==> src/sv/vncb_pkg.sv <==
// Shared constants, codes and types for the Voronoi nearest-cell border block.
`timescale 1ns / 1ps

package vncb_pkg;

  localparam int unsigned MAX_GEN_DEF   = 16;
  localparam int unsigned COORD_W_DEF   = 16;
  localparam int unsigned CFG_DATA_W    = 16;
  localparam int unsigned CFG_IDX_W     = 1;
  localparam int unsigned BORDER_W      = 16;
  localparam int unsigned GEN_COUNT_W   = 5;
  localparam int unsigned GEN_COUNT_RST = 2;

  typedef enum logic [CFG_IDX_W-1:0] {
    CFG_GEN_COUNT    = 1'b0,
    CFG_BORDER_WIDTH = 1'b1
  } cfg_reg_e;

  typedef enum logic {
    MODE_LOAD  = 1'b0,
    MODE_QUERY = 1'b1
  } mode_e;

  typedef enum logic [2:0] {
    ST_IDLE,
    ST_SCAN,
    ST_DRAIN,
    ST_ROOT,
    ST_HOLD
  } state_e;

endpackage

==> src/sv/vncb_intf.sv <==
// Valid/ready channel interfaces for load/query items and result items.
`timescale 1ns / 1ps

interface vncb_in_if #(
  parameter int unsigned IDX_W = $clog2(vncb_pkg::MAX_GEN_DEF),
  parameter int unsigned CW    = vncb_pkg::COORD_W_DEF
) ();
  logic                 valid;
  logic                 ready;
  logic                 mode;
  logic [IDX_W-1:0]     entry_index;
  logic signed [CW-1:0] coord_x;
  logic signed [CW-1:0] coord_y;
  logic signed [CW-1:0] coord_z;

  modport source (output valid, mode, entry_index, coord_x, coord_y, coord_z, input ready);
  modport sink   (input valid, mode, entry_index, coord_x, coord_y, coord_z, output ready);
endinterface

interface vncb_out_if #(
  parameter int unsigned IDX_W  = $clog2(vncb_pkg::MAX_GEN_DEF),
  parameter int unsigned DIST_W = vncb_pkg::COORD_W_DEF + 1
) ();
  logic              valid;
  logic              ready;
  logic [IDX_W-1:0]  nearest_index;
  logic              is_border;
  logic [DIST_W-1:0] nearest_distance;

  modport source (output valid, nearest_index, is_border, nearest_distance, input ready);
  modport sink   (input valid, nearest_index, is_border, nearest_distance, output ready);
endinterface

==> src/sv/vncb_sqrt.sv <==
// Iterative integer square root, two root bits per cycle.
`timescale 1ns / 1ps

module vncb_sqrt #(
  parameter int unsigned RW = vncb_pkg::COORD_W_DEF + 1
) (
  input  logic            clk_i,
  input  logic            rst_ni,
  input  logic            start_i,
  input  logic [2*RW-1:0] radicand_i,
  output logic            done_o,
  output logic [RW-1:0]   root_o
);

  localparam int unsigned NSTEP = (RW + 1) / 2;
  localparam int unsigned PW    = 4 * NSTEP;
  localparam int unsigned QW    = 2 * NSTEP;
  localparam int unsigned REMW  = QW + 2;
  localparam int unsigned CNT_W = $clog2(NSTEP + 1);

  logic [PW-1:0]    rad_q;
  logic [REMW-1:0]  rem_q, rem_d;
  logic [QW-1:0]    root_q, root_d;
  logic [CNT_W-1:0] cnt_q;
  logic             busy_q;
  logic             done_q;

  // two restoring digit steps per cycle, radicand consumed from the top
  always_comb begin
    logic [REMW-1:0] trial;
    rem_d  = rem_q;
    root_d = root_q;
    trial  = '0;
    for (int k = 0; k < 2; k++) begin
      rem_d = {rem_d[REMW-3:0], rad_q[PW-1-2*k -: 2]};
      trial = {root_d, 2'b01};
      if (rem_d >= trial) begin
        rem_d  = rem_d - trial;
        root_d = {root_d[QW-2:0], 1'b1};
      end else begin
        root_d = {root_d[QW-2:0], 1'b0};
      end
    end
  end

  always_ff @(posedge clk_i or negedge rst_ni) begin
    if (!rst_ni) begin
      busy_q <= 1'b0;
      done_q <= 1'b0;
      cnt_q  <= '0;
    end else begin
      done_q <= 1'b0;
      if (start_i) begin
        busy_q <= 1'b1;
        cnt_q  <= CNT_W'(NSTEP);
      end else if (busy_q) begin
        cnt_q <= cnt_q - CNT_W'(1);
        if (cnt_q == CNT_W'(1)) begin
          busy_q <= 1'b0;
          done_q <= 1'b1;
        end
      end
    end
  end

  always_ff @(posedge clk_i) begin
    if (start_i) begin
      rad_q  <= PW'(radicand_i);
      rem_q  <= '0;
      root_q <= '0;
    end else if (busy_q) begin
      rad_q  <= {rad_q[PW-5:0], 4'b0000};
      rem_q  <= rem_d;
      root_q <= root_d;
    end
  end

  assign done_o = done_q;
  assign root_o = root_q[RW-1:0];

endmodule

==> src/sv/voronoi_nearest_cell_border.sv <==
// Top level: generator store, distance pipeline and border classification.
//
//   channel  dir  handshake         payload
//   req_i    in   valid/ready       mode, entry_index, coord_x/y/z
//   rsp_o    out  valid/ready       nearest_index, is_border, nearest_distance
//   cfg      in   cfg_we_i only     cfg_index_i, cfg_data_i
//
// A load item is written straight into the store. A query makes one store read per
// generator through a three-stage distance pipeline, then runs two root units side by
// side, two bits a cycle; no new item is taken until its result is loaded.
// The store has no reset; entries read before being loaded give arbitrary results.
// A finished result sits in the output register; the next item is taken meanwhile.
`timescale 1ns / 1ps

module voronoi_nearest_cell_border #(
  parameter int unsigned MAX_GENERATORS = vncb_pkg::MAX_GEN_DEF,
  parameter int unsigned COORD_WIDTH    = vncb_pkg::COORD_W_DEF
) (
  input  logic                                  clk_i,
  input  logic                                  rst_ni,
  input  logic                                  cfg_we_i,
  input  logic [vncb_pkg::CFG_IDX_W-1:0]        cfg_index_i,
  input  logic [vncb_pkg::CFG_DATA_W-1:0]       cfg_data_i,
  vncb_in_if.sink                               req_i,
  vncb_out_if.source                            rsp_o
);

  localparam int unsigned IDX_W   = $clog2(MAX_GENERATORS);
  localparam int unsigned CNT_W   = $clog2(MAX_GENERATORS + 1);
  localparam int unsigned GC_W    = vncb_pkg::GEN_COUNT_W;
  localparam int unsigned CLAMP_W = (CNT_W > GC_W) ? CNT_W : GC_W;
  localparam int unsigned CW      = COORD_WIDTH;
  localparam int unsigned RW      = CW + 1;
  localparam int unsigned SQ_W    = 2 * RW;
  localparam int unsigned PROD_W  = 2 * CW;
  localparam int unsigned ENT_W   = 3 * CW;
  localparam int unsigned BW      = vncb_pkg::BORDER_W;
  localparam int unsigned CMP_W   = (RW > BW) ? RW : BW;

  function automatic logic [CW-1:0] abs_diff(input logic signed [CW-1:0] a,
                                             input logic signed [CW-1:0] b);
    logic signed [CW:0] d;
    d = {a[CW-1], a} - {b[CW-1], b};
    return d[CW] ? CW'(-d) : d[CW-1:0];
  endfunction

  // configuration
  logic [GC_W-1:0] gen_count_q;
  logic [BW-1:0]   border_width_q;

  always_ff @(posedge clk_i or negedge rst_ni) begin
    if (!rst_ni) begin
      gen_count_q    <= GC_W'(vncb_pkg::GEN_COUNT_RST);
      border_width_q <= '0;
    end else if (cfg_we_i) begin
      unique case (vncb_pkg::cfg_reg_e'(cfg_index_i))
        vncb_pkg::CFG_GEN_COUNT:    gen_count_q    <= cfg_data_i[GC_W-1:0];
        vncb_pkg::CFG_BORDER_WIDTH: border_width_q <= cfg_data_i[BW-1:0];
      endcase
    end
  end

  // control
  vncb_pkg::state_e state_q, state_d;
  logic [CNT_W-1:0] rd_idx_q, rd_idx_d;
  logic [CNT_W-1:0] count_q, count_d;
  logic             req_fire, is_query, mem_we, rd_en, sqrt_start, out_load;
  logic             sqrt1_done, sqrt2_done;
  logic             out_valid_q;

  logic signed [CW-1:0] px_q, py_q, pz_q;

  logic [ENT_W-1:0] gen_store_q [MAX_GENERATORS];
  logic [ENT_W-1:0] rd_data_q;
  logic             v1_q, v2_q;
  logic [IDX_W-1:0] idx1_q, idx2_q;
  logic [PROD_W-1:0] sqx_q, sqy_q, sqz_q;

  logic             have_best_q, have_second_q;
  logic [SQ_W-1:0]  best_sq_q, second_sq_q;
  logic [IDX_W-1:0] best_idx_q;

  logic [RW-1:0]    root1, root2;
  logic [RW-1:0]    gap;
  logic             border;

  assign req_fire = req_i.valid && req_i.ready;
  assign is_query = (req_i.mode == vncb_pkg::MODE_QUERY);
  assign mem_we   = req_fire && !is_query &&
                    (CNT_W'(req_i.entry_index) < CNT_W'(MAX_GENERATORS));

  always_comb begin
    state_d      = state_q;
    rd_idx_d     = rd_idx_q;
    count_d      = count_q;
    req_i.ready  = 1'b0;
    rd_en        = 1'b0;
    sqrt_start   = 1'b0;
    out_load     = 1'b0;
    unique case (state_q)
      vncb_pkg::ST_IDLE: begin
        req_i.ready = 1'b1;
        if (req_fire && is_query) begin
          rd_idx_d = '0;
          if (gen_count_q == '0) begin
            count_d = CNT_W'(1);
          end else if (CLAMP_W'(gen_count_q) > CLAMP_W'(MAX_GENERATORS)) begin
            count_d = CNT_W'(MAX_GENERATORS);
          end else begin
            count_d = CNT_W'(gen_count_q);
          end
          state_d = vncb_pkg::ST_SCAN;
        end
      end
      vncb_pkg::ST_SCAN: begin
        rd_en    = 1'b1;
        rd_idx_d = rd_idx_q + CNT_W'(1);
        if (rd_idx_q == count_q - CNT_W'(1)) begin
          state_d = vncb_pkg::ST_DRAIN;
        end
      end
      vncb_pkg::ST_DRAIN: begin
        // last distance has been folded in once both stages are empty
        if (!v1_q && !v2_q) begin
          sqrt_start = 1'b1;
          state_d    = vncb_pkg::ST_ROOT;
        end
      end
      vncb_pkg::ST_ROOT: begin
        if (sqrt1_done) begin
          state_d = vncb_pkg::ST_HOLD;
        end
      end
      vncb_pkg::ST_HOLD: begin
        if (!out_valid_q || rsp_o.ready) begin
          out_load = 1'b1;
          state_d  = vncb_pkg::ST_IDLE;
        end
      end
      default: state_d = vncb_pkg::ST_IDLE;
    endcase
  end

  always_ff @(posedge clk_i or negedge rst_ni) begin
    if (!rst_ni) begin
      state_q     <= vncb_pkg::ST_IDLE;
      rd_idx_q    <= '0;
      count_q     <= CNT_W'(1);
      v1_q        <= 1'b0;
      v2_q        <= 1'b0;
      out_valid_q <= 1'b0;
    end else begin
      state_q  <= state_d;
      rd_idx_q <= rd_idx_d;
      count_q  <= count_d;
      v1_q     <= rd_en;
      v2_q     <= v1_q;
      if (out_load) begin
        out_valid_q <= 1'b1;
      end else if (rsp_o.ready) begin
        out_valid_q <= 1'b0;
      end
    end
  end

  // generator store, registered read
  always_ff @(posedge clk_i) begin
    if (mem_we) begin
      gen_store_q[req_i.entry_index] <= {req_i.coord_x, req_i.coord_y, req_i.coord_z};
    end
    if (rd_en) begin
      rd_data_q <= gen_store_q[rd_idx_q[IDX_W-1:0]];
    end
  end

  // sample point and distance pipeline
  always_ff @(posedge clk_i) begin
    if (req_fire && is_query) begin
      px_q <= req_i.coord_x;
      py_q <= req_i.coord_y;
      pz_q <= req_i.coord_z;
    end
    idx1_q <= rd_idx_q[IDX_W-1:0];
    if (v1_q) begin
      logic [CW-1:0] ax, ay, az;
      ax = abs_diff(rd_data_q[3*CW-1:2*CW], px_q);
      ay = abs_diff(rd_data_q[2*CW-1:CW], py_q);
      az = abs_diff(rd_data_q[CW-1:0], pz_q);
      sqx_q  <= PROD_W'(ax) * PROD_W'(ax);
      sqy_q  <= PROD_W'(ay) * PROD_W'(ay);
      sqz_q  <= PROD_W'(az) * PROD_W'(az);
      idx2_q <= idx1_q;
    end
  end

  // running best two, in index order so lower index keeps ties
  always_ff @(posedge clk_i or negedge rst_ni) begin
    if (!rst_ni) begin
      have_best_q   <= 1'b0;
      have_second_q <= 1'b0;
    end else if (req_fire && is_query) begin
      have_best_q   <= 1'b0;
      have_second_q <= 1'b0;
    end else if (v2_q) begin
      logic [SQ_W-1:0] sum;
      sum = SQ_W'(sqx_q) + SQ_W'(sqy_q) + SQ_W'(sqz_q);
      if (!have_best_q || sum < best_sq_q) begin
        if (have_best_q) begin
          have_second_q <= 1'b1;
        end
        have_best_q <= 1'b1;
      end else if (!have_second_q || sum < second_sq_q) begin
        have_second_q <= 1'b1;
      end
    end
  end

  always_ff @(posedge clk_i) begin
    if (v2_q) begin
      logic [SQ_W-1:0] sum;
      sum = SQ_W'(sqx_q) + SQ_W'(sqy_q) + SQ_W'(sqz_q);
      if (!have_best_q || sum < best_sq_q) begin
        if (have_best_q) begin
          second_sq_q <= best_sq_q;
        end
        best_sq_q  <= sum;
        best_idx_q <= idx2_q;
      end else if (!have_second_q || sum < second_sq_q) begin
        second_sq_q <= sum;
      end
    end
  end

  vncb_sqrt #(.RW(RW)) u_sqrt_near (
    .clk_i      (clk_i),
    .rst_ni     (rst_ni),
    .start_i    (sqrt_start),
    .radicand_i (best_sq_q),
    .done_o     (sqrt1_done),
    .root_o     (root1)
  );

  vncb_sqrt #(.RW(RW)) u_sqrt_second (
    .clk_i      (clk_i),
    .rst_ni     (rst_ni),
    .start_i    (sqrt_start),
    .radicand_i (second_sq_q),
    .done_o     (sqrt2_done),
    .root_o     (root2)
  );

  assign gap    = root2 - root1;
  assign border = have_second_q && (CMP_W'(gap) <= CMP_W'(border_width_q));

  // output register
  logic [IDX_W-1:0] out_idx_q;
  logic             out_border_q;
  logic [RW-1:0]    out_dist_q;

  always_ff @(posedge clk_i) begin
    if (out_load) begin
      out_idx_q    <= best_idx_q;
      out_border_q <= border;
      out_dist_q   <= root1;
    end
  end

  assign rsp_o.valid            = out_valid_q;
  assign rsp_o.nearest_index    = out_idx_q;
  assign rsp_o.is_border        = out_border_q;
  assign rsp_o.nearest_distance = out_dist_q;

`ifndef SYNTHESIS
  a_best_order: assert property (@(posedge clk_i) disable iff (!rst_ni)
    have_second_q |-> best_sq_q <= second_sq_q)
    else $error("second-nearest distance below nearest");

  a_start_drained: assert property (@(posedge clk_i) disable iff (!rst_ni)
    sqrt_start |-> (!v1_q && !v2_q && have_best_q))
    else $error("root started before distance pipeline drained");

  a_roots_together: assert property (@(posedge clk_i) disable iff (!rst_ni)
    sqrt1_done == sqrt2_done)
    else $error("root units out of step");

  a_root_order: assert property (@(posedge clk_i) disable iff (!rst_ni)
    (state_q == vncb_pkg::ST_HOLD && have_second_q) |-> root2 >= root1)
    else $error("second root below nearest root");

  a_best_in_range: assert property (@(posedge clk_i) disable iff (!rst_ni)
    (state_q == vncb_pkg::ST_HOLD) |-> CNT_W'(best_idx_q) < count_q)
    else $error("nearest index beyond generator count");
`endif

endmodule
==> src/flat_wrapper.sv <==
// flat-port wrapper written by rule: the top's interface ports become plain ports
module voronoi_nearest_cell_border_flat 
#(
  parameter int unsigned MAX_GENERATORS = vncb_pkg::MAX_GEN_DEF,
  parameter int unsigned COORD_WIDTH    = vncb_pkg::COORD_W_DEF
)
  (clk_i, rst_ni, cfg_we_i, cfg_index_i, cfg_data_i, req_i_valid, req_i_mode, req_i_entry_index, req_i_coord_x, req_i_coord_y, req_i_coord_z, req_i_ready, rsp_o_valid, rsp_o_nearest_index, rsp_o_is_border, rsp_o_nearest_distance, rsp_o_ready);
  vncb_in_if req_i_i ();
  vncb_out_if rsp_o_i ();
  input  logic clk_i;
  input  logic rst_ni;
  input  logic cfg_we_i;
  input  logic [vncb_pkg::CFG_IDX_W-1:0] cfg_index_i;
  input  logic [vncb_pkg::CFG_DATA_W-1:0] cfg_data_i;
  input wire logic [$bits(req_i_i.valid)-1:0] req_i_valid;
  input wire logic [$bits(req_i_i.mode)-1:0] req_i_mode;
  input wire logic [$bits(req_i_i.entry_index)-1:0] req_i_entry_index;
  input wire logic [$bits(req_i_i.coord_x)-1:0] req_i_coord_x;
  input wire logic [$bits(req_i_i.coord_y)-1:0] req_i_coord_y;
  input wire logic [$bits(req_i_i.coord_z)-1:0] req_i_coord_z;
  output wire logic [$bits(req_i_i.ready)-1:0] req_i_ready;
  output wire logic [$bits(rsp_o_i.valid)-1:0] rsp_o_valid;
  output wire logic [$bits(rsp_o_i.nearest_index)-1:0] rsp_o_nearest_index;
  output wire logic [$bits(rsp_o_i.is_border)-1:0] rsp_o_is_border;
  output wire logic [$bits(rsp_o_i.nearest_distance)-1:0] rsp_o_nearest_distance;
  input wire logic [$bits(rsp_o_i.ready)-1:0] rsp_o_ready;
  assign req_i_i.valid = req_i_valid;
  assign req_i_i.mode = req_i_mode;
  assign req_i_i.entry_index = req_i_entry_index;
  assign req_i_i.coord_x = req_i_coord_x;
  assign req_i_i.coord_y = req_i_coord_y;
  assign req_i_i.coord_z = req_i_coord_z;
  assign req_i_ready = req_i_i.ready;
  assign rsp_o_valid = rsp_o_i.valid;
  assign rsp_o_nearest_index = rsp_o_i.nearest_index;
  assign rsp_o_is_border = rsp_o_i.is_border;
  assign rsp_o_nearest_distance = rsp_o_i.nearest_distance;
  assign rsp_o_i.ready = rsp_o_ready;
  voronoi_nearest_cell_border #(.MAX_GENERATORS(MAX_GENERATORS), .COORD_WIDTH(COORD_WIDTH)) u_core (.clk_i(clk_i), .rst_ni(rst_ni), .cfg_we_i(cfg_we_i), .cfg_index_i(cfg_index_i), .cfg_data_i(cfg_data_i), .req_i(req_i_i), .rsp_o(rsp_o_i));
endmodule
==> config.mk <==
export PLATFORM = sky130hd
export DESIGN_NAME = voronoi_nearest_cell_border_flat
export DESIGN_NICKNAME = d
export VERILOG_FILES = /design/src/sv/vncb_pkg.sv /design/src/sv/vncb_intf.sv /design/src/sv/vncb_sqrt.sv /design/src/sv/voronoi_nearest_cell_border.sv /design/src/flat_wrapper.sv
export SDC_FILE = /design/constraint.sdc
export NUM_CORES = 2
export LEC_CHECK = 0
export BUFFER_PORTS_ARGS = -buffer_cell sky130_fd_sc_hd__buf_2
export CORE_UTILIZATION = 37
export CTS_BUF_LIST = sky130_fd_sc_hd__clkbuf_16
export DETAILED_ROUTE_END_ITERATION = 7
export PLACE_DENSITY = 0.53
export SLEW_MARGIN = 20
export SYNTH_ARGS = -nofsm -noshare
export SYNTH_HDL_FRONTEND = slang
export SYNTH_SLANG_ARGS = --single-unit
==> constraint.sdc <==
create_clock -name clk_i -period 9.24 [get_ports clk_i]
set_input_delay 1.848 -clock clk_i [delete_from_list [all_inputs] [get_ports clk_i]]
set_output_delay 1.848 -clock clk_i [all_outputs]
set_load 0.01 [all_outputs]
==> results.py <==
metrics = {
    "hold_path": {
        "hp-start": "u_core.idx1_q[0]",
        "hp-class": "reg -> reg",
        "hold_path_end": "u_core.idx2_q[0]",
        "whs_path_depth": 0,
    },
    "yosys": {
        "yosys-top-cells-area": "edfxtp_1 (42%), fa_1 (12%), ha_1 (9.2%), mux4_2 (6.8%), inv_1 (4.5%)",
        "syn_area_sq_um": 79500,
        "synthArstFlopShare": 0.0399,
        "ys_warn_count": 0,
        "synth_edf_count": 1123,
        "yosysSeqAreaShare": 0.460,
        "synth.avg_cell_area_sq_um": 12.4,
        "synthDistinctLibCells": 91,
        "syn-num-nets": 7566,
        "yosysTopAreaCell": "edfxtp_1",
        "synth_ff_type": "edfxtp_1",
        "synth_top_area_share": 0.424,
        "synth-seq-cells": 1253,
        "syn_inst": 6413,
    },
    "sta": {
        "max_slew_margin": 0.239,
        "worstMarginPinSlew_ps": 1140,
        "min_period_over_period": 0.970,
        "skew_ps": 59.8,
        "finalCriticalPeriod_ps": 8960,
        "finalHoldViolCount": 0,
        "finalMaxSlewViolations": 0,
        "tns_ps": 0,
        "fmax_mhz": 112,
        "setup_viol": 0,
    },
    "routing": {
        "routedWlPerCell_microns": 19.6,
        "wl_microns": 189000,
        "vias": 48657,
        "antenna_left": 0,
        "first_pass_iters": 6,
        "drt_iter0_drc": 3203,
        "drc": 0,
        "via_per_inst": 5.06,
    },
    "die": {
        "ios": 99,
        "coreArea_sq_um": 213000,
        "start_util": 0.374,
        "die_area_sq_um": 217000,
        "num_rows": 169,
        "die_x_microns": 465,
        "dieHeight_microns": 465,
    },
    "final_layout": {
        "fin_nets": 7841,
        "fillers": 20012,
        "syn_to_final_growth_pct": 12.7,
        "layout-drive-gt1-share": 0.137,
    },
    "critical_path": {
        "slowest_delay_ps": 610,
        "r2r-start": "u_core.rd_data_q[32]",
        "reg2reg_depth": 34,
        "crit_type": "reg -> reg",
        "slowest_stage": "a2111oi_0",
        "arrival_ps": 9510,
        "crit_path_end_kind": "register",
        "r2r-end": "u_core.sqx_q[31]",
        "cp.required_ps": 9790,
        "critPathMaxFanout": 7,
        "critPathMostFrequentCell": "fa_1",
        "rrSetupSlack_ps": 280,
        "cp-start-kind": "register",
    },
    "grt": {
        "antenna_found_initial": 18,
        "grt_pass1_vias": 50788,
        "grt_usage": 0.175,
        "grt_overflow": 0,
        "grt_pass1_wl_microns": 295000,
        "grt_max_degree": 124,
    },
    "cts": {
        "htree_levels": 4,
        "cts_num_sinks": 1253,
        "cts_buffers": 142,
        "cts_root_buffer": "clkbuf_16",
        "tritoncts": "done",
        "clk_pin_slew_ps": 60,
        "clk_path_buf_depth": 3,
        "clk_latency_ps": 810,
    },
    "job": {
        "maxCapViolCount": 0,
    },
    "placed_design": {
        "gp_congestion": 0.867,
        "post-dp-hpwl_microns": 134000,
        "io_buffers": 98,
    },
    "run_status": {
        "outcome": "finished clean",
    },
}
-- per-layer routing --
metal,part of all wire,up-vias,GRT usage
li1,-,23125,-
met1,0.47,24488,0.245
met2,0.48,794,0.289
met3,0.038,230,0.0234
met4,0.017,20,0.0395
met5,0.00069,-,0
-- cell usage after synthesis (all sizes together), types with 7 or more instances --
master   count
o31a         7
nand2b      67
o2111ai      8
a211oi      31
xnor2      201
nor4        12
fa         491
clkbuf     131
ha         587
o21bai      24
nor2       453
o21ai      278
edfxtp    1123
o41ai        9
inv        970
a311oi       7
nand3       59
xor2       102
a221o        9
nand4       42
a211o        9
and3        31
and2        30
nor2b       55
buf         30
a31oi       32
mux4       240
nor3        77
clkinv       7
a21boi      11
or3         23
o31ai       21
or2         20
a21oi      255
o21a        59
o211ai      16
dfrtp       48
mux2        41
nand2      420
dfxtp       80
mux2i       60
a2111oi     14
a21o       128
-- placed cells by master (no fill, tap or decap), drive strengths merged, types with 32 or more instances in the layout --
cell type	count
nand4	42
edfxtp	1123
mux2i	60
nor3	77
fa	491
dfrtp	48
nor2b	55
nor2	453
inv	1007
a21oi	255
a31oi	32
dfxtp	80
nand2b	67
clkbuf	142
o21a	59
buf	292
o21ai	278
ha	587
mux4	240
xnor2	201
nand2	420
a21o	128
xor2	102
mux2	41
nand3	59
clkinv	66
-- cell type report --
cell class | instances | area (sq um) | share of cell area
Clock inverter | 111 | 1060 | 0.0118
Sequential cell | 1253 | 36600 | 0.409
Clock buffer | 142 | 3550 | 0.0397
Tap cell | 2821 | 3530 | 0.0394
Antenna cell | 4 | 10.0 | 0.000112
Inverter | 977 | 3670 | 0.0410
Multi-Input combinational cell | 4022 | 39100 | 0.437
Timing Repair Buffer | 292 | 2030 | 0.0226
-- how the worst max path moves through the flow --
stage                          from          endpoint  slack [ps]  cells after the start
3_3_place_gp   u_core.rd_data_q[32]  u_core.sqx_q[31]         0.2                     37
6_report       u_core.rd_data_q[32]  u_core.sqx_q[31]         280                     34
3_5_place_dp   u_core.rd_data_q[32]  u_core.sqx_q[31]         -40                     37
2_1_floorplan  u_core.rd_data_q[32]  u_core.sqx_q[31]         130                     36
4_1_cts        u_core.rd_data_q[16]  u_core.sqy_q[25]         0.9                     34
5_1_grt        u_core.rd_data_q[32]  u_core.sqx_q[31]         -80                     34
-- worst max-delay path, delay by kind of cell, from the launching register on --
family	cells	cell delay, ps
AO/OA/AOI/OAI	8	2250
XOR/XNOR	3	390
adder cells (fa/ha/maj)	9	3830
buffers and inverters	8	880
flip-flops	1	380
multiplexers	1	130
AND/OR/NAND/NOR	5	840
-- cell families after synthesis --
logic type      Yosys count  share of synthesized area
buf+inv                1138                     0.0539
simple gates           1318                     0.0751
xor+xnor                303                     0.0339
compound gates          982                     0.0792
flops                  1253                      0.460
mux                     341                     0.0814
fa+ha+maj              1078                      0.216
-- stage by stage --
stage	worst slack (ps)	util	hold slack (ps)	cells	instance area (sq um)
floorplan	130	-	345	6413	79500
global placement	0.248	0.397	397	9354	84500
detailed placement	-44.9	0.397	393	9354	84500
CTS	0.910	0.419	407	9607	89100
global route	-76.8	0.421	411	9619	89500
finish	278	0.421	408	9622	89600
-- registers in the layout (all words and copies together) (netlist names), 16 cells and up --
signal,flops
u_core.u_sqrt_second.root_q,18
u_core.sqy_q,31
u_core.py_q,16
u_core.u_sqrt_second.rad_q,36
u_core.gen_store_q,768
u_core.sqx_q,31
u_core.u_sqrt_second.rem_q,18
u_core.rd_data_q,48
u_core.second_sq_q,34
u_core.px_q,16
u_core.u_sqrt_near.rem_q,18
u_core.u_sqrt_near.root_q,18
u_core.best_sq_q,34
u_core.pz_q,16
u_core.border_width_q,16
u_core.u_sqrt_near.rad_q,36
u_core.sqz_q,31
u_core.rsp_o.nearest_distance,17
-- repair_timing --
item / in CTS / in global routing
resized for setup: 3 / 73
hold buffers: 0 / 0
setup buffers: 0 / 11
pin swaps: 0 / 31
setup endpoints to repair: 2 / 28
Power is left out: the tool's default activity adds up to more than one toggle a clock period on the data nets, which glitch-free logic cannot reach.
